$ cat src/bra_pkg.sv
// Shared types and codes for the bitmap run allocator.
// No dependencies; used by bra_cell and bitmap_run_allocator.
package bra_pkg;

   // Slot indexes never exceed 31, run bounds and counts fit in six bits.
   localparam int SLOT_W = 5;
   localparam int IDX_W  = 6;
   localparam int LEN_W  = 4;

   localparam logic OP_ALLOC = 1'b0;
   localparam logic OP_FREE  = 1'b1;

   // Search wavefront handed from one cell to the next.
   typedef struct packed {
      logic             valid;
      logic [IDX_W-1:0] cnt;
   } bra_wave_type;

   // Broadcast mark command: set or clear every slot in [lo, hi).
   typedef struct packed {
      logic             set_en;
      logic             clr_en;
      logic [IDX_W-1:0] lo;
      logic [IDX_W-1:0] hi;
   } bra_mark_type;

endpackage

$ cat src/bitmap_run_allocator.sv
// Top level of the first-fit bitmap run allocator: command port, scan control, cell row.
// Depends on bra_pkg and bra_cell.
//
//   channel   ports                                         transfer
//   request   start, busy, req_operation/run_length/slot    start && !busy
//   result    rsp_strobe, rsp_granted/granted_slot/offset   rsp_strobe, one cycle
//
// A free, or an allocate with an invalid length, answers in the cycle after its transfer.
// A valid allocate walks a wavefront along the cell row, one slot per cycle, and its
// result is registered when the wave finds a fitting run or passes the last slot.
// Reset clears the whole map at once. busy is high only while a scan runs; the
// receiver cannot stall, and a new request may be taken while a result is shown.
module bitmap_run_allocator import bra_pkg::*; #(
   parameter int SLOTS   = 32,
   parameter int MAX_RUN = 8
) (
   input  logic              clock,
   input  logic              reset,
   input  logic              start,
   output logic              busy,
   input  logic              req_operation,
   input  logic [LEN_W-1:0]  req_run_length,
   input  logic [SLOT_W-1:0] req_slot_index,
   output logic              rsp_strobe,
   output logic              rsp_granted,
   output logic [SLOT_W-1:0] rsp_granted_slot,
   output logic [7:0]        rsp_byte_offset
);

   typedef enum logic {
      IDLE,
      SCAN
   } state_type;

   localparam logic [SLOT_W-1:0] LAST_POS = SLOT_W'(SLOTS - 1);
   localparam int               OFF_W    = SLOT_W + IDX_W;

   state_type         state_ff;
   logic [SLOT_W-1:0] pos_ff;
   logic [LEN_W-1:0]  len_ff;
   logic              rsp_strobe_ff;
   logic              rsp_granted_ff;
   logic [SLOT_W-1:0] rsp_slot_ff;
   logic [7:0]        rsp_offset_ff;

   logic              accept;
   logic              len_ok;
   logic              hit_any;
   logic [SLOTS-1:0]  hit_vec;
   logic [IDX_W-1:0]  pos_next;
   logic [IDX_W-1:0]  run_start;
   logic [OFF_W-1:0]  offset_full;
   bra_mark_type      mark;
   bra_wave_type      wave [SLOTS+1];

   assign accept   = start && !busy;
   assign busy     = (state_ff == SCAN);
   assign len_ok   = (req_run_length != '0) &&
                     (IDX_W'(req_run_length) <= IDX_W'(MAX_RUN));
   assign hit_any  = |hit_vec;
   assign pos_next = IDX_W'(pos_ff) + IDX_W'(1);
   // The hit cell ends the run, so the run starts len-1 slots below it.
   assign run_start   = pos_next - IDX_W'(len_ff);
   assign offset_full = OFF_W'(run_start[SLOT_W-1:0]) * OFF_W'(MAX_RUN);

   always_comb begin
      mark = '0;
      if (accept && (req_operation == OP_FREE)) begin
         mark.clr_en = 1'b1;
         mark.lo     = IDX_W'(req_slot_index);
         mark.hi     = IDX_W'(req_slot_index) + IDX_W'(req_run_length);
      end else if (busy && hit_any) begin
         mark.set_en = 1'b1;
         mark.lo     = run_start;
         mark.hi     = pos_next;
      end
   end

   // The wave enters cell 0 in the first scan cycle with an empty free count.
   always_comb begin
      wave[0].valid = busy && (pos_ff == '0);
      wave[0].cnt   = '0;
   end

   for (genvar i = 0; i < SLOTS; i++) begin : g_cell
      bra_cell #(
         .INDEX(i)
      ) u_cell (
         .clock      (clock),
         .reset      (reset),
         .wave_in    (wave[i]),
         .run_length (len_ff),
         .mark       (mark),
         .hit        (hit_vec[i]),
         .wave_out   (wave[i+1])
      );
   end

   always_ff @(posedge clock) begin
      if (reset) begin
         state_ff      <= IDLE;
         pos_ff        <= '0;
         rsp_strobe_ff <= 1'b0;
      end else begin
         rsp_strobe_ff <= 1'b0;
         unique case (state_ff)
            IDLE: begin
               if (accept) begin
                  len_ff <= req_run_length;
                  pos_ff <= '0;
                  if ((req_operation == OP_ALLOC) && len_ok) begin
                     state_ff <= SCAN;
                  end else begin
                     rsp_strobe_ff  <= 1'b1;
                     rsp_granted_ff <= (req_operation == OP_FREE);
                     rsp_slot_ff    <= '0;
                     rsp_offset_ff  <= '0;
                  end
               end
            end
            SCAN: begin
               if (hit_any) begin
                  state_ff       <= IDLE;
                  rsp_strobe_ff  <= 1'b1;
                  rsp_granted_ff <= 1'b1;
                  rsp_slot_ff    <= run_start[SLOT_W-1:0];
                  rsp_offset_ff  <= offset_full[7:0];
               end else if (pos_ff == LAST_POS) begin
                  state_ff       <= IDLE;
                  rsp_strobe_ff  <= 1'b1;
                  rsp_granted_ff <= 1'b0;
                  rsp_slot_ff    <= '0;
                  rsp_offset_ff  <= '0;
               end else begin
                  pos_ff <= pos_next[SLOT_W-1:0];
               end
            end
            default: begin
               state_ff <= IDLE;
            end
         endcase
      end
   end

   assign rsp_strobe       = rsp_strobe_ff;
   assign rsp_granted      = rsp_granted_ff;
   assign rsp_granted_slot = rsp_slot_ff;
   assign rsp_byte_offset  = rsp_offset_ff;

`ifndef SYNTHESIS
   // Only the cell under the wavefront may report a fitting run.
   a_single_hit: assert property (@(posedge clock) disable iff (reset)
      $onehot0(hit_vec))
      else $error("more than one cell reports a hit");

   // A wave that left the last cell means the scan reached the end of the map.
   a_wave_end: assert property (@(posedge clock) disable iff (reset)
      wave[SLOTS].valid |-> $past(busy) && ($past(pos_ff) == LAST_POS))
      else $error("wavefront out of step with the scan position");

   // A refused request carries no slot and no offset.
   a_refused_zero: assert property (@(posedge clock) disable iff (reset)
      rsp_strobe && !rsp_granted |-> (rsp_granted_slot == '0) && (rsp_byte_offset == '0))
      else $error("refused result carries a slot");

   // A scan always ends in a result when it leaves the busy state.
   a_scan_result: assert property (@(posedge clock) disable iff (reset)
      busy && (hit_any || (pos_ff == LAST_POS)) |=> rsp_strobe && !busy)
      else $error("scan ended without a result");
`endif

endmodule

$ cat src/bra_cell.sv
// One slot of the allocator map: holds the used bit and passes the search wave on.
// Depends on bra_pkg.
module bra_cell import bra_pkg::*; #(
   parameter int INDEX = 0
) (
   input  logic             clock,
   input  logic             reset,
   input  bra_wave_type     wave_in,
   input  logic [LEN_W-1:0] run_length,
   input  bra_mark_type     mark,
   output logic             hit,
   output bra_wave_type     wave_out
);

   localparam logic [IDX_W-1:0] MY_INDEX = IDX_W'(INDEX);

   logic             used_ff;
   logic             used_in;
   bra_wave_type     wave_ff;
   bra_wave_type     wave_in_next;
   logic [IDX_W-1:0] cnt_here;
   logic             in_run;

   // The count is the number of free slots ending at this one.
   assign cnt_here = used_ff ? '0 : wave_in.cnt + IDX_W'(1);
   assign hit      = wave_in.valid && (cnt_here >= IDX_W'(run_length));
   assign in_run   = (MY_INDEX >= mark.lo) && (MY_INDEX < mark.hi);

   always_comb begin
      wave_in_next.valid = wave_in.valid && !hit;
      wave_in_next.cnt   = cnt_here;
      used_in = used_ff;
      if (mark.set_en && in_run) begin
         used_in = 1'b1;
      end
      if (mark.clr_en && in_run) begin
         used_in = 1'b0;
      end
   end

   always_ff @(posedge clock) begin
      if (reset) begin
         used_ff       <= 1'b0;
         wave_ff.valid <= 1'b0;
      end else begin
         used_ff       <= used_in;
         wave_ff.valid <= wave_in_next.valid;
      end
      wave_ff.cnt <= wave_in_next.cnt;
   end

   assign wave_out = wave_ff;

endmodule
$ cat config.mk
export PLATFORM = sky130hd
export DESIGN_NAME = bitmap_run_allocator
export DESIGN_NICKNAME = d
export VERILOG_FILES = /design/src/bra_pkg.sv /design/src/bitmap_run_allocator.sv /design/src/bra_cell.sv
export SDC_FILE = /design/constraint.sdc
export NUM_CORES = 1
export LEC_CHECK = 0
export BUFFER_PORTS_ARGS = -buffer_cell sky130_fd_sc_hd__buf_2
export CORE_MARGIN = 2
export CORE_UTILIZATION = 57
export DETAILED_ROUTE_END_ITERATION = 10
export PLACE_DENSITY = 0.76
export REMOVE_ABC_BUFFERS = 1
export SLEW_MARGIN = 20
export SYNTH_ARGS = -nofsm -noshare
export SYNTH_HDL_FRONTEND = slang
export SYNTH_SLANG_ARGS = --single-unit
export TNS_END_PERCENT = 20
$ cat constraint.sdc
create_clock -name clock -period 4.1 [get_ports clock]
set_input_delay 0.41 -clock clock [delete_from_list [all_inputs] [get_ports clock]]
set_output_delay 0.41 -clock clock [all_outputs]
set_load 0.01 [all_outputs]
# After elaboration in Yosys (flattened, before gate mapping)
# Index checks and enable logic that the tools add are counted.
# word_totals
regBits	274
latchBits	0
memories	0
mem_bits_rw	0
wordCells	542
mem_bits_ro	0
input_bits	13
# op_classes
bitwise	3
n_mul	0
n_addsub	34
n_mux	66
n_reduce_logical	235
shifts	0
n_eq_ne	6
order_cmp	97
n_div	0
# ops
op	count
$ge A6 B4 Y1	32
$add A6 B1 Y6 const B	31
$mux W6	31
$logic_and A1 B1 Y1	165
$ge A5 B6 Y1 const A	16
$lt A5 B6 Y1 const A	16
$reduce_or A2 Y1	32
$ge A4 B6 Y1 const A	8
$lt A4 B6 Y1 const A	8
$mux W5	7
$logic_not A1 Y1	32
$mux W8	4
$reduce_or A32 Y1	1
$ge A3 B6 Y1 const A	4
$lt A3 B6 Y1 const A	4
$mux W12	2
$pmux W5 S2	2
$mux W1	16
$pmux W8 S2	1
$ge A1 B6 Y1 const A	2
$ge A2 B6 Y1 const A	2
$lt A1 B6 Y1 const A	2
$lt A2 B6 Y1 const A	2
$ne A2 B2 Y1 const B	4
other kinds (12)	17

# Longest topological paths before layout
# Gate-level depths: netlist of run 1.
# depth
depth_word	12
ltp_mapped	18

# By module
# From an unflattened synthesis of run 1, not the netlist that was laid out.
# unflattened
hier_cells	1613
area_unflattened_um2	15942.8
# modules_own_cells
mod	area_each_um2	cells_per_inst	seq_area_each_um2	n_inst
bitmap_run_allocator	1358.8	145	440.4	1
bra_cell (g_cell[14].u_cell ...)	467.9	46	160.2	2
bra_cell (g_cell[29].u_cell ...)	459.2	45	160.2	2
bra_cell (g_cell[10].u_cell)	478.0	49	160.2	1
bra_cell (g_cell[9].u_cell)	475.5	46	160.2	1
bra_cell (g_cell[28].u_cell)	473.0	46	160.2	1
bra_cell (g_cell[20].u_cell)	471.7	49	160.2	1
bra_cell (g_cell[25].u_cell)	470.5	46	160.2	1
bra_cell (g_cell[6].u_cell)	470.5	48	160.2	1
bra_cell (g_cell[18].u_cell)	469.2	46	160.2	1
bra_cell (g_cell[26].u_cell)	469.2	47	160.2	1
bra_cell (g_cell[30].u_cell)	466.7	46	160.2	1
bra_cell (g_cell[21].u_cell)	465.4	47	160.2	1
bra_cell (g_cell[13].u_cell)	464.2	45	160.2	1
+17 rows	--	--	--	--

# Worst setup path before layout of run 1
# Ideal clock, no wire load.
# synth_timing
path_kind	register to register
startpoint	reg len_ff[0]
endpoint	reg g_cell[18].u_cell.used_ff
n_path_buf	1
setup_ns	0.118
slack_ns	-0.042
synth_period_minus_slack_ns	4.142
t_arrival_ns	4.024
stages_incl_launch_ff	15
path_cell_list	edfxtp_1 -> ha_1 -> nand2b_1 -> a21o_1 -> a21o_1 -> a2111oi_0 -> nor2b_1 -> nor4_1 -> nand2_1 -> clkbuf_1 -> o31ai_4 -> nor4b_4 -> nand2_1 -> a41oi_1 -> nor2_1
# synth_between
elab_chain_len	10
# synth_lines
element	line	text
start: declaration	bitmap_run_allocator.sv:40	logic [LEN_W-1:0] len_ff;
start signal: assignment	bitmap_run_allocator.sv:109	len_ff <= req_run_length;
$ge A6 B4 Y1	bra_cell.sv:26	assign hit = wave_in.valid && (cnt_here >= IDX_W'(run_length));
$logic_and A1 B1 Y1	bra_cell.sv:26	
$reduce_or A32 Y1	bitmap_run_allocator.sv:60	assign hit_any = |hit_vec;
$logic_and A1 B1 Y1	bitmap_run_allocator.sv:72	end else if (busy && hit_any) begin
$mux W12	bitmap_run_allocator.sv:72	
$mux W12	bitmap_run_allocator.sv:68	if (accept && (req_operation == OP_FREE)) begin
$ge A5 B6 Y1 / $lt A5 B6 Y1 (equally long branches)	bra_cell.sv:27	assign in_run = (MY_INDEX >= mark.lo) && (MY_INDEX < mark.hi);
$logic_and A1 B1 Y1	bra_cell.sv:27	
$logic_and A1 B1 Y1	bra_cell.sv:36	if (mark.clr_en && in_run) begin
$reduce_or A2 Y1 (no source line)	--	
end signal: assignment	bra_cell.sv:46	used_ff <= used_in;
end: declaration	bra_cell.sv:17	logic used_ff;
# Several ways; a longest one is shown, not always the timed one.
# A chain may end at the register's enable or synchronous reset.

# Final worst setup path of run 1
# layout_timing
startpoint	reg len_ff[0]
endpoint	reg g_cell[19].u_cell.used_ff
# layout_between
elab_chain_len	10
# layout_lines
element	line
$ge A6 B4 Y1	bra_cell.sv:26
$logic_and A1 B1 Y1	bra_cell.sv:26
$reduce_or A32 Y1	bitmap_run_allocator.sv:60
$logic_and A1 B1 Y1	bitmap_run_allocator.sv:72
$mux W12	bitmap_run_allocator.sv:72
$mux W12	bitmap_run_allocator.sv:68
$ge A5 B6 Y1 / $lt A5 B6 Y1 (equally long branches)	bra_cell.sv:27
$logic_and A1 B1 Y1	bra_cell.sv:27
$logic_and A1 B1 Y1	bra_cell.sv:36
$reduce_or A2 Y1 (no source line)	--
end signal: assignment	bra_cell.sv:46
end: declaration	bra_cell.sv:17
# Several ways; a longest one is shown, not always the timed one.

==> results of run 1 <==
[routing by layer]
layer  vias to the layer above  share of wire (%)  GRT usage (%)
met4                         0                3.8          11.73
met5                         -                  0              0
met2                       416                 50          54.17
li1                       5563                  -              -
met1                      5655                 41          37.13
met3                       114                5.1          3.442
[cells in the mapped netlist (all sizes together), types with 13 or more instances]
master,instances,share of area [%]
a211oi,24,1.3
a2111oi,14,0.92
or2,41,1.9
a21o,24,1.3
nor2,165,4.6
clkbuf,27,0.76
o21ai,55,2.1
xor2,65,4.3
nand3,81,3.1
o21bai,14,0.79
xnor2,39,2.6
nand2b,42,2.0
a31oi,17,0.80
o21a,13,0.73
nor3,25,0.94
nor2b,49,2.3
inv,61,1.7
nor4,20,0.94
ha,163,15
dfxtp,241,36
nand2,54,1.5
a21oi,54,2.0
[state kept, by name, indices dropped and copies added (netlist names)]
| register | cells |
|---|---|
| g_cell.u_cell.used_ff | 32 |
| rsp_strobe | 1 |
| pos_ff | 5 |
| rsp_granted | 1 |
| rsp_granted_slot | 5 |
| len_ff | 4 |
| g_cell.u_cell.wave_out | 202 |
| busy | 1 |
[through the flow]
stage | hold slack, ns | setup TNS (ns) | util, % | total power, µW | instances
finish | 0.1282 | -0.05201 | 71.92 | 10010 | 1969
detailed placement | 0.4137 | -16.67 | 63.82 | 6671 | 1903
CTS | 0.1272 | -0.05622 | 68.65 | 9414 | 1955
global placement | 0.4101 | -14.36 | 63.82 | 6495 | 1903
floorplan | 0.3748 | -8.437 | - | 5747 | 1417
global route | 0.1169 | -3.057 | 71.92 | 10620 | 1969
[power groups by stage]
stage	combinational [µW]	sequential (µW)	clock, µW
2_1_floorplan	2250	3500	0
3_3_place_gp	2910	3580	0
3_5_place_dp	3070	3600	0
4_1_cts	3250	3560	2600
5_1_grt	4270	3650	2700
6_report	3840	3590	2580
[area by class of cell]
class,instances,area share [%]
Multi-Input combinational cell,1105,51.28
Sequential cell,251,30.65
Timing Repair Buffer,183,8.601
Clock buffer,40,4.996
Tap cell,319,2.386
Inverter,61,1.369
Clock inverter,10,0.7254
[repair_timing]
item | in CTS | in global routing
pin swaps | 9 | 54
setup endpoints to repair | 45 | 46
gates resized for setup | 37 | 117
gates cloned | 0 | 2
setup buffers | 2 | 13
[critical path, cell delays in order (launching register included)]
cell	delay (ns)
edfxtp_1	0.42
buf_4	0.16
buf_4	0.14
buf_8	0.15
ha_1	0.30
o21ai_0	0.20
a21oi_1	0.13
o41ai_2	0.32
buf_4	0.19
nand3_4	0.10
nor4_4	0.31
buf_4	0.18
and2_4	0.17
a21oi_4	0.09
a221o_1	0.42
a221oi_4	0.39
a21oi_2	0.10
a311oi_2	0.28
[cell families after synthesis]
| group | count (synthesis) | share of synthesized area (%) |
|---|---|---|
| adders and majority gates | 165 | 15.55 |
| xor gates and xnor gates | 104 | 6.811 |
| buffers and inverters | 99 | 3.116 |
| other | 1 | 0.02804 |
| and+or+nand+nor | 540 | 20.98 |
| DFF | 251 | 38.32 |
| AOI/OAI and AO/OA | 292 | 15.11 |
| muxes | 1 | 0.08420 |
[final timing paths]
kind	to	from	depth (start not counted)
worst min-delay path	len_ff[2]$_DFFE_PP_	req_run_length[2]	1
worst max register to register	g_cell[19].u_cell.used_ff$_SDFFE_PP0P_	len_ff[0]$_DFFE_PP_	17
worst max-delay path	g_cell[19].u_cell.used_ff$_SDFFE_PP0P_	len_ff[0]$_DFFE_PP_	17
worst min register to register	g_cell[0].u_cell.wave_out[0]$_DFF_P_	g_cell[0].u_cell.used_ff$_SDFFE_PP0P_	1
==> flow_summary_export.csv, run 1 <==
group,metric,value,unit
pwr,cellLeakagePower,0.007182,µW
synthesis,ys_seq_elements,251,
detailed_routing,ant_nets,0,
sta,fin_crit_sh,101.2,%
synthesis,yosysSeqAreaShare,38.32,%
synthesis,ys_async_sr_fraction,0,%
worst_hold_path,hp-class,"primary input to register",
global_routing,grt_overflow_total,0,
pwr,seqPwrFrac,35.9,%
place,pre_cts_slack,-0.7564,ns
synthesis,synth_warnings,0,
clocking,numCtsBuffers,27,
layout,n_fill_cell,1683,
place,dpl-instance-area,14850,µm²
detailed_routing,firstDrtPassIters,7,
synthesis,syn_inst,1453,
die,die_area,24700,µm²
detailed_routing,drc_errors,0,
global_routing,grt_use_total,30.25,%
global_routing,antenna_found_initial,0,
sta,rsz0062_at_grt,"true",
sta,finalClockSkew,0.009696,ns
critical_path,crit_type,"register to register",
sta,worst_pin_slew,0.7640,ns
layout,areaGrowthSynthToFinish,25.10,%
layout,finalInstanceArea,16730,µm²
pwr,p_clk_share,25.8,%
synthesis,synth.distinct_cells,67,
sta,hold_violations,0,
place,routabilityCongestion,1.004,
detailed_routing,drt_iter0_drc,922,
clocking,clk_pin_slew,0.06,ns
pwr,ir_worst_vdd,0.0003647,V
critical_path,startpoint_type,"register",
sta,setup_slack,-0.04850,ns
critical_path,cp.required,4.54,ns
clocking,clock_latency,0.55,ns
layout,seq_area,5127,µm²
pwr,p_int,6407,µW
clocking,ctsHoldBuffers,0,
outcome,violations,"negative setup slack",
sta,slew_violations,0,
synthesis,netlist_area,13370,µm²
layout,multi_input_area,8578,µm²
sta,layout_min_cycle_time,4.148,ns
place,port_buffers,25,
clocking,cts_tree,"yes",
critical_path,regToRegSetupSlack,-0.05,ns
synthesis,synth_flop_cell,"dfxtp_1",
critical_path,critPathArrivalTime,4.59,ns
layout,drive_above_1_share,22.67,%
critical_path,critical_path_peak_fanout,7,
place,place_hpwl,27890,µm
layout,final_cell_mix,"dfxtp_1, nor2_1, ha_1, buf_4, nand3_1",
sta,fmax,241.1,MHz
global_routing,grt_pass1_vias,11352,
clocking,h-tree-depth,1,
layout,antenna_cells,0,
die,die_h,157.2,µm
die,start_util,57.49,%
job,maxCapViolCount,0,
layout,final_nets,1807,
detailed_routing,viasPerCell,5.966,
clocking,root_buffer,"clkbuf_16",
clocking,clkSinkCount,251,
pwr,swShare,36.00,%
synthesis,synth_edf_count,10,
sta,setup_violations,2,
global_routing,grt_pass1_wl,58750,µm
layout,mostFrequentLayoutCell,"dfxtp_1",
die,num_io_pins,29,
global_routing,grt_max_degree,42,
die,die_w,157.2,µm
die,core,23260,µm²
detailed_routing,wl,39170,µm
detailed_routing,vias,11748,
synthesis,syn_area_per_cell,9.204,µm²
detailed_routing,wl_per_cell,19.89,µm
pwr,p_comb_share,38.4,%
pwr,cellPowerDensity,598.4,nW/µm²
sta,relSlewSlack,48.88,%
critical_path,endpoint_kind,"register",
pwr,p_sw,3603,µW
die,rows,56,
outcome,outcome,"finished, violations left",
clocking,clock_path_buffers,3,
Note: power is estimated with default switching activity, not from simulation.
==> inputs of run 2 (changes only) <==
--- a/config.mk
+++ b/config.mk
@@ -5,11 +5,12 @@
 export SDC_FILE = /design/constraint.sdc
 export NUM_CORES = 1
 export LEC_CHECK = 0
+export ABC_AREA = 1
 export BUFFER_PORTS_ARGS = -buffer_cell sky130_fd_sc_hd__buf_2
 export CORE_MARGIN = 2
-export CORE_UTILIZATION = 57
+export CORE_UTILIZATION = 50
 export DETAILED_ROUTE_END_ITERATION = 10
-export PLACE_DENSITY = 0.76
+export PLACE_DENSITY = 0.68
 export REMOVE_ABC_BUFFERS = 1
 export SLEW_MARGIN = 20
 export SYNTH_ARGS = -nofsm -noshare
==> run 2 against run 1 <==
Net effect:
- the flow now finishes without violations
- sequential power shrank 18%
- power shrank 27%
- critical path depth grew 6
- non-clock buffer count shrank 146
- critical path type unchanged
==> flow_summary_export.csv, run 2 <==
group,metric,value,unit
outcome,outcome,"complete, no violations",
place,dp_cells,2342,
synthesis,yosysSeqAreaShare,36.85,%
detailed_routing,vias,11821,
die,die_area,29160,µm²
synthesis,netlist_area,13910,µm²
pwr,finalPower,7276,µW
pwr,p_comb_share,20.3,%
synthesis,synth_warnings,0,
sta,fmax,261.9,MHz
sta,finalClockSkew,0.01337,ns
synthesis,netlist.area_leader.share,34.69,%
global_routing,grt_pass1_wl,53780,µm
die,core,27550,µm²
synthesis,ys_seq_elements,251,
layout,n_fill_cell,2624,
synthesis,synth.most_common_cell,"nand2_1",
layout,final_cell_mix,"nand2_1, inv_1, nor2_1, dfxtp_1, ha_1",
place,pre_cts_slack,0.2794,ns
global_routing,grt_use_total,22.60,%
sta,rsz0062_at_grt,"false",
worst_hold_path,hold_path_depth,1,
die,die_w,170.8,µm
synthesis,yosys.area.top_type,"dfxtp_1",
sta,hold_slack,0.1052,ns
detailed_routing,viasPerCell,4.934,
layout,areaGrowthSynthToFinish,12.14,%
clocking,root_buffer,"clkbuf_16",
synthesis,synth_flop_cell,"dfxtp_1",
layout,mostFrequentLayoutCell,"nand2_1",
layout,largest_reg_flops,202,
die,num_io_pins,29,
pwr,p_int,5140,µW
critical_path,crit_type,"register to register",
clocking,clock_path_buffers,3,
pwr,swShare,29.36,%
global_routing,grt_overflow_total,0,
detailed_routing,ant_nets,0,
global_routing,grt_pass1_vias,11500,
place,routabilityCongestion,0.9472,
detailed_routing,wl_per_cell,13.31,µm
synthesis,syn_inst,1950,
die,die_h,170.8,µm
detailed_routing,firstDrtPassIters,5,
job,maxCapViolCount,0,
synthesis,ys_async_sr_fraction,0,%
critical_path,critical_path_peak_fanout,17,
pwr,p_clk_share,39.3,%
sta,fin_crit_sh,93.12,%
layout,antenna_cells,0,
place,place_hpwl,23750,µm
synthesis,syn_area_per_cell,7.132,µm²
critical_path,critPathArrivalTime,4.27,ns
clocking,h-tree-depth,1,
synthesis,synth_edf_count,10,
pwr,p_sw,2136,µW
detailed_routing,drc_errors,0,
die,start_util,50.47,%
global_routing,grt_max_degree,59,
detailed_routing,wl,31890,µm
clocking,clkSinkCount,251,
sta,slew_violations,0,
clocking,clk_pin_slew,0.06,ns
pwr,seqPwrFrac,40.3,%
sta,worst_pin_slew,0.9654,ns
synthesis,synth.distinct_cells,42,
sta,relSlewSlack,35.57,%
pwr,cellPowerDensity,466.5,nW/µm²
sta,setup_slack,0.2822,ns
critical_path,cp.required,4.55,ns
layout,stdcell_count,2396,
clocking,cts_setup_buffers,0,
sta,setup_violations,0,
die,rows,61,
synthesis,synth_commonest_cells,"nand2_1, inv_1, nor2_1",
clocking,numCtsBuffers,29,
place,port_buffers,25,
synthesis,netlist_top_cells_area,"dfxtp_1, ha_1, nand2_1, inv_1, nor2_1",
layout,final_nets,2173,
pwr,ir_worst_vdd,0.0002961,V
clocking,cts_tree,"yes",
sta,layout_min_cycle_time,3.818,ns
layout,drive_above_1_share,6.591,%
sta,setup_tns,0,ns
global_routing,antenna_found_initial,0,
clocking,clock_latency,0.56,ns
critical_path,worstRegToRegCells,23,
critical_path,startpoint_type,"register",
pwr,cellLeakagePower,0.007998,µW
sta,hold_violations,0,
worst_hold_path,hp-class,"primary input to register",
critical_path,endpoint_kind,"register",
clocking,ctsHoldBuffers,0,
clocking,ctsResizeCount,0,
detailed_routing,drt_iter0_drc,628,
-- run 2: power groups by stage --
stage          clock network [µW]  registers, µW  logic [µW]
4_1_cts                      2910           2940        1480
6_report                     2860           2930        1480
3_5_place_dp                    0           2980        1470
5_1_grt                      3030           2970        1750
3_3_place_gp                    0           2980        1420
2_1_floorplan                   0           2950        1150
-- run 2: routing by layer --
layer | wire [µm] | up-vias | part of all wire, % | GRT usage (%)
met3 | 1131 | 64 | 3.5 | 2.915
met2 | 15090 | 177 | 47 | 40.24
met1 | 14900 | 5317 | 47 | 28.62
li1 | - | 6263 | - | -
met4 | 767 | 0 | 2.4 | 6.317
met5 | 0 | - | 0 | 0
-- run 2: through the flow --
step / utilization (%) / instance area, µm²
after floorplan: - / 13780
after global placement: 52.60 / 14490
after detailed placement: 52.60 / 14490
after CTS: 56.53 / 15570
final: 56.60 / 15600
after global routing: 56.60 / 15600
-- run 2: cell type report --
| type | instances | area, µm² | area share [%] |
|---|---|---|---|
| Timing Repair Buffer | 37 | 247.7 | 1.589 |
| Clock inverter | 11 | 183.9 | 1.179 |
| Inverter | 319 | 1197 | 7.678 |
| Multi-Input combinational cell | 1357 | 7470 | 47.90 |
| Clock buffer | 43 | 898.4 | 5.761 |
| Sequential cell | 251 | 5125 | 32.86 |
| Tap cell | 378 | 473.0 | 3.033 |
-- run 2: logic make-up after synthesis --
group                    after synthesis  synth area share [%]
XOR/XNOR                              19                 1.197
adder cells (fa/ha/maj)              165                 14.95
flip-flops                           251                 36.85
other                                  1               0.02696
AND/OR/NAND/NOR                      926                 27.74
AO/OA/AOI/OAI                        244                 9.654
buffers and inverters                344                 9.582
-- run 2: path summary, 6_finish.rpt --
path                                            to  slack (ns)                                   from
max          g_cell[6].u_cell.used_ff$_SDFFE_PP0P_        0.28                    len_ff[1]$_DFFE_PP_
max reg2reg  g_cell[6].u_cell.used_ff$_SDFFE_PP0P_        0.28                    len_ff[1]$_DFFE_PP_
min                            len_ff[0]$_DFFE_PP_        0.11                      req_run_length[0]
min reg2reg   g_cell[0].u_cell.wave_out[0]$_DFF_P_        0.42  g_cell[0].u_cell.used_ff$_SDFFE_PP0P_
-- run 2: worst max-delay path, cell delays in order, from the launching register on --
cell and delay (ns):
edfxtp_1 0.44, inv_1 0.13, buf_6 0.23, ha_1 0.29
inv_1 0.06, nor2_1 0.04, o21ai_0 0.20, nand3_1 0.14
nand2_1 0.08, nand2_1 0.06, nor2_1 0.21, nand2_1 0.08
inv_1 0.05, nand2_1 0.05, nor2_1 0.24, nand2_4 0.18
nand3_1 0.10, nand2_1 0.12, nand2_1 0.36, inv_1 0.14
a21oi_1 0.22, nor2_1 0.09, a21oi_1 0.13, nor2_1 0.05
==> inputs of run 3 (changes only) <==
--- a/config.mk
+++ b/config.mk
@@ -10,7 +10,8 @@
 export CORE_MARGIN = 2
 export CORE_UTILIZATION = 50
 export DETAILED_ROUTE_END_ITERATION = 10
-export PLACE_DENSITY = 0.68
+export GPL_TIMING_DRIVEN = 0
+export PLACE_DENSITY = 0.66
 export REMOVE_ABC_BUFFERS = 1
 export SLEW_MARGIN = 20
 export SYNTH_ARGS = -nofsm -noshare
==> constraint.sdc (replaced) <==
create_clock -name clock -period 4.6 [get_ports clock]
set_input_delay 0.46 -clock clock [delete_from_list [all_inputs] [get_ports clock]]
set_output_delay 0.46 -clock clock [all_outputs]
set_load 0.01 [all_outputs]
==> run 3 against run 2 <==
Net effect:
- final cell count shrank 0.63%
- via count shrank 1.6%
- wire length shrank 6.8%
- worst hold slack gained 0.071 ns
- combinational power shrank 13%
- largest power group unchanged
- highest routed layer unchanged
==> flow_summary_export.csv, run 3 (synthesized netlist as in run 2, its figures left out) <==
group,metric,value,unit
global_routing,antenna_found_initial,0,
sta,rsz0062_at_grt,"false",
critical_path,critPathArrivalTime,4.65,ns
clocking,cts_tree,"yes",
die,die_h,170.8,µm
outcome,outcome,"complete, no violations",
detailed_routing,wl_per_cell,12.48,µm
critical_path,cp.required,5.06,ns
die,num_io_pins,29,
place,dp_cells,2335,
sta,slew_violations,0,
critical_path,worstRegToRegCells,24,
clocking,clock_path_buffers,3,
clocking,numCtsBuffers,27,
global_routing,grt_pass1_wl,51030,µm
clocking,clk_pin_slew,0.06,ns
sta,setup_violations,0,
sta,finalClockSkew,0.008461,ns
global_routing,grt.met3_usage,2.730,%
place,routabilityCongestion,0.9159,
detailed_routing,drt_iter0_drc,800,
die,core,27550,µm²
pwr,cellPowerDensity,389.2,nW/µm²
clocking,clock_latency,0.52,ns
die,rows,61,
pwr,ir_worst_vdd,0.0002227,V
sta,relSlewSlack,30.91,%
sta,worst_pin_slew,1.035,ns
die,start_util,50.47,%
die,die_w,170.8,µm
clocking,cts_setup_buffers,0,
global_routing,grt_use_met2,37.42,%
clocking,ctsHoldBuffers,0,
critical_path,endpoint_kind,"register",
layout,multi_input_area,7465,µm²
layout,antenna_cells,0,
layout,final_cell_mix,"nand2_1, inv_1, nor2_1, dfxtp_1, ha_1",
sta,fin_crit_sh,90.99,%
detailed_routing,firstDrtPassIters,5,
layout,n_fill_cell,2585,
clocking,clkSinkCount,251,
detailed_routing,ant_nets,0,
layout,largest_reg_flops,202,
sta,hold_violations,0,
layout,mostFrequentLayoutCell,"nand2_1",
clocking,ctsResizeCount,0,
layout,stdcell_count,2381,
global_routing,use_met1,27.19,%
detailed_routing,wl,29710,µm
place,port_buffers,25,
critical_path,crit_type,"register to register",
layout,seq_area,5125,µm²
detailed_routing,viasPerCell,4.885,
place,place_hpwl,22570,µm
clocking,root_buffer,"clkbuf_16",
clocking,h-tree-depth,1,
global_routing,busiest_layer,"met2",
sta,hold_slack,0.1760,ns
layout,drive_above_1_share,5.791,%
die,die_area,29160,µm²
critical_path,r2r-start,"len_ff[1]$_DFFE_PP_",
critical_path,critical_path_peak_fanout,18,
job,maxCapViolCount,0,
critical_path,critical_path.endpoint,"g_cell[8].u_cell.used_ff$_SDFFE_PP0P_",
layout,areaGrowthSynthToFinish,10.37,%
sta,fmax,238.9,MHz
pwr,cellLeakagePower,0.007846,µW
global_routing,grt_use_total,21.20,%
critical_path,regToRegSetupSlack,0.41,ns
detailed_routing,drc_errors,0,
worst_hold_path,hp-class,"primary input to register",
detailed_routing,vias,11632,
critical_path,startpoint_type,"register",
global_routing,grt_max_degree,60,
global_routing,grt_pass1_vias,11013,
global_routing,grt_overflow_total,0,
critical_path,setup.worst_path.start,"len_ff[1]$_DFFE_PP_",
layout,final_nets,2164,
critical_path,r2r_end,"g_cell[8].u_cell.used_ff$_SDFFE_PP0P_",
sta,layout_min_cycle_time,4.185,ns
run 3: report_power, final:
group / leakage, µW / internal, µW / switching (µW)
combinational: 0.00537 / 500 / 790
clock: 0.000418 / 1220 / 843
sequential: 0.00206 / 2460 / 160
run 3: worst min path at each step:
| stage | from | endpoint | cells past startpoint |
|---|---|---|---|
| 2_1_floorplan | g_cell[0].u_cell.used_ff$_SDFFE_PP0P_ | g_cell[0].u_cell.wave_out[0]$_DFF_P_ | 1 |
| 3_3_place_gp | g_cell[0].u_cell.used_ff$_SDFFE_PP0P_ | g_cell[0].u_cell.wave_out[0]$_DFF_P_ | 1 |
| 3_5_place_dp | g_cell[0].u_cell.used_ff$_SDFFE_PP0P_ | g_cell[0].u_cell.wave_out[0]$_DFF_P_ | 1 |
| 4_1_cts | req_run_length[0] | len_ff[0]$_DFFE_PP_ | 1 |
| 5_1_grt | req_run_length[0] | len_ff[0]$_DFFE_PP_ | 1 |
| 6_report | req_run_length[0] | len_ff[0]$_DFFE_PP_ | 1 |
run 3: layer usage:
layer / share of wire (%) / routed length, µm / vias up
li1: - / - / 6244
met1: 47 / 14010 / 5143
met2: 47 / 13840 / 184
met3: 3.6 / 1080 / 61
met4: 2.6 / 782 / 0
met5: 0 / 0 / -
run 3: final cells by class:
class | instances | area share (%)
clock buffers | 40 | 5.111
clock inverters | 6 | 0.3587
inverters | 319 | 7.801
multi-input cells | 1357 | 48.63
flip-flops and latches | 251 | 33.39
well taps | 378 | 3.081
repair buffers | 30 | 1.630
run 3: critical path, cell delays in order, from the launching register on:
cell,delay [ns]
edfxtp_1,0.48
inv_2,0.40
buf_16,0.23
ha_1,0.24
o21ai_0,0.07
nand2_1,0.07
nand2_1,0.06
nand2_1,0.05
nor2_1,0.10
nand2_1,0.11
nand2_1,0.08
nand2_1,0.05
nor2_1,0.16
nand2_1,0.12
nor2_1,0.14
nand2_2,0.21
nand2_2,0.30
o21ai_2,0.22
inv_1,0.26
nand2_1,0.12
o21ai_0,0.27
nand4_1,0.15
nand2_1,0.11
inv_1,0.04
nor2_1,0.07
run 3: metrics by stage:
| step | area (µm²) | total power, µW | util, % | setup slack (ns) | TNS [ns] |
|---|---|---|---|---|---|
| 3_5_place_dp | 14510 | 3943 | 52.65 | 0.2638 | 0 |
| 2_1_floorplan | 13780 | 3649 | - | 1.068 | 0 |
| 4_1_cts | 15350 | 6023 | 55.70 | 0.2411 | 0 |
| 6_report | 15350 | 5974 | 55.71 | 0.4146 | 0 |
| 3_3_place_gp | 14380 | 3887 | 52.18 | -0.4977 | -8.434 |
| 5_1_grt | 15350 | 6397 | 55.71 | 0.01204 | 0 |
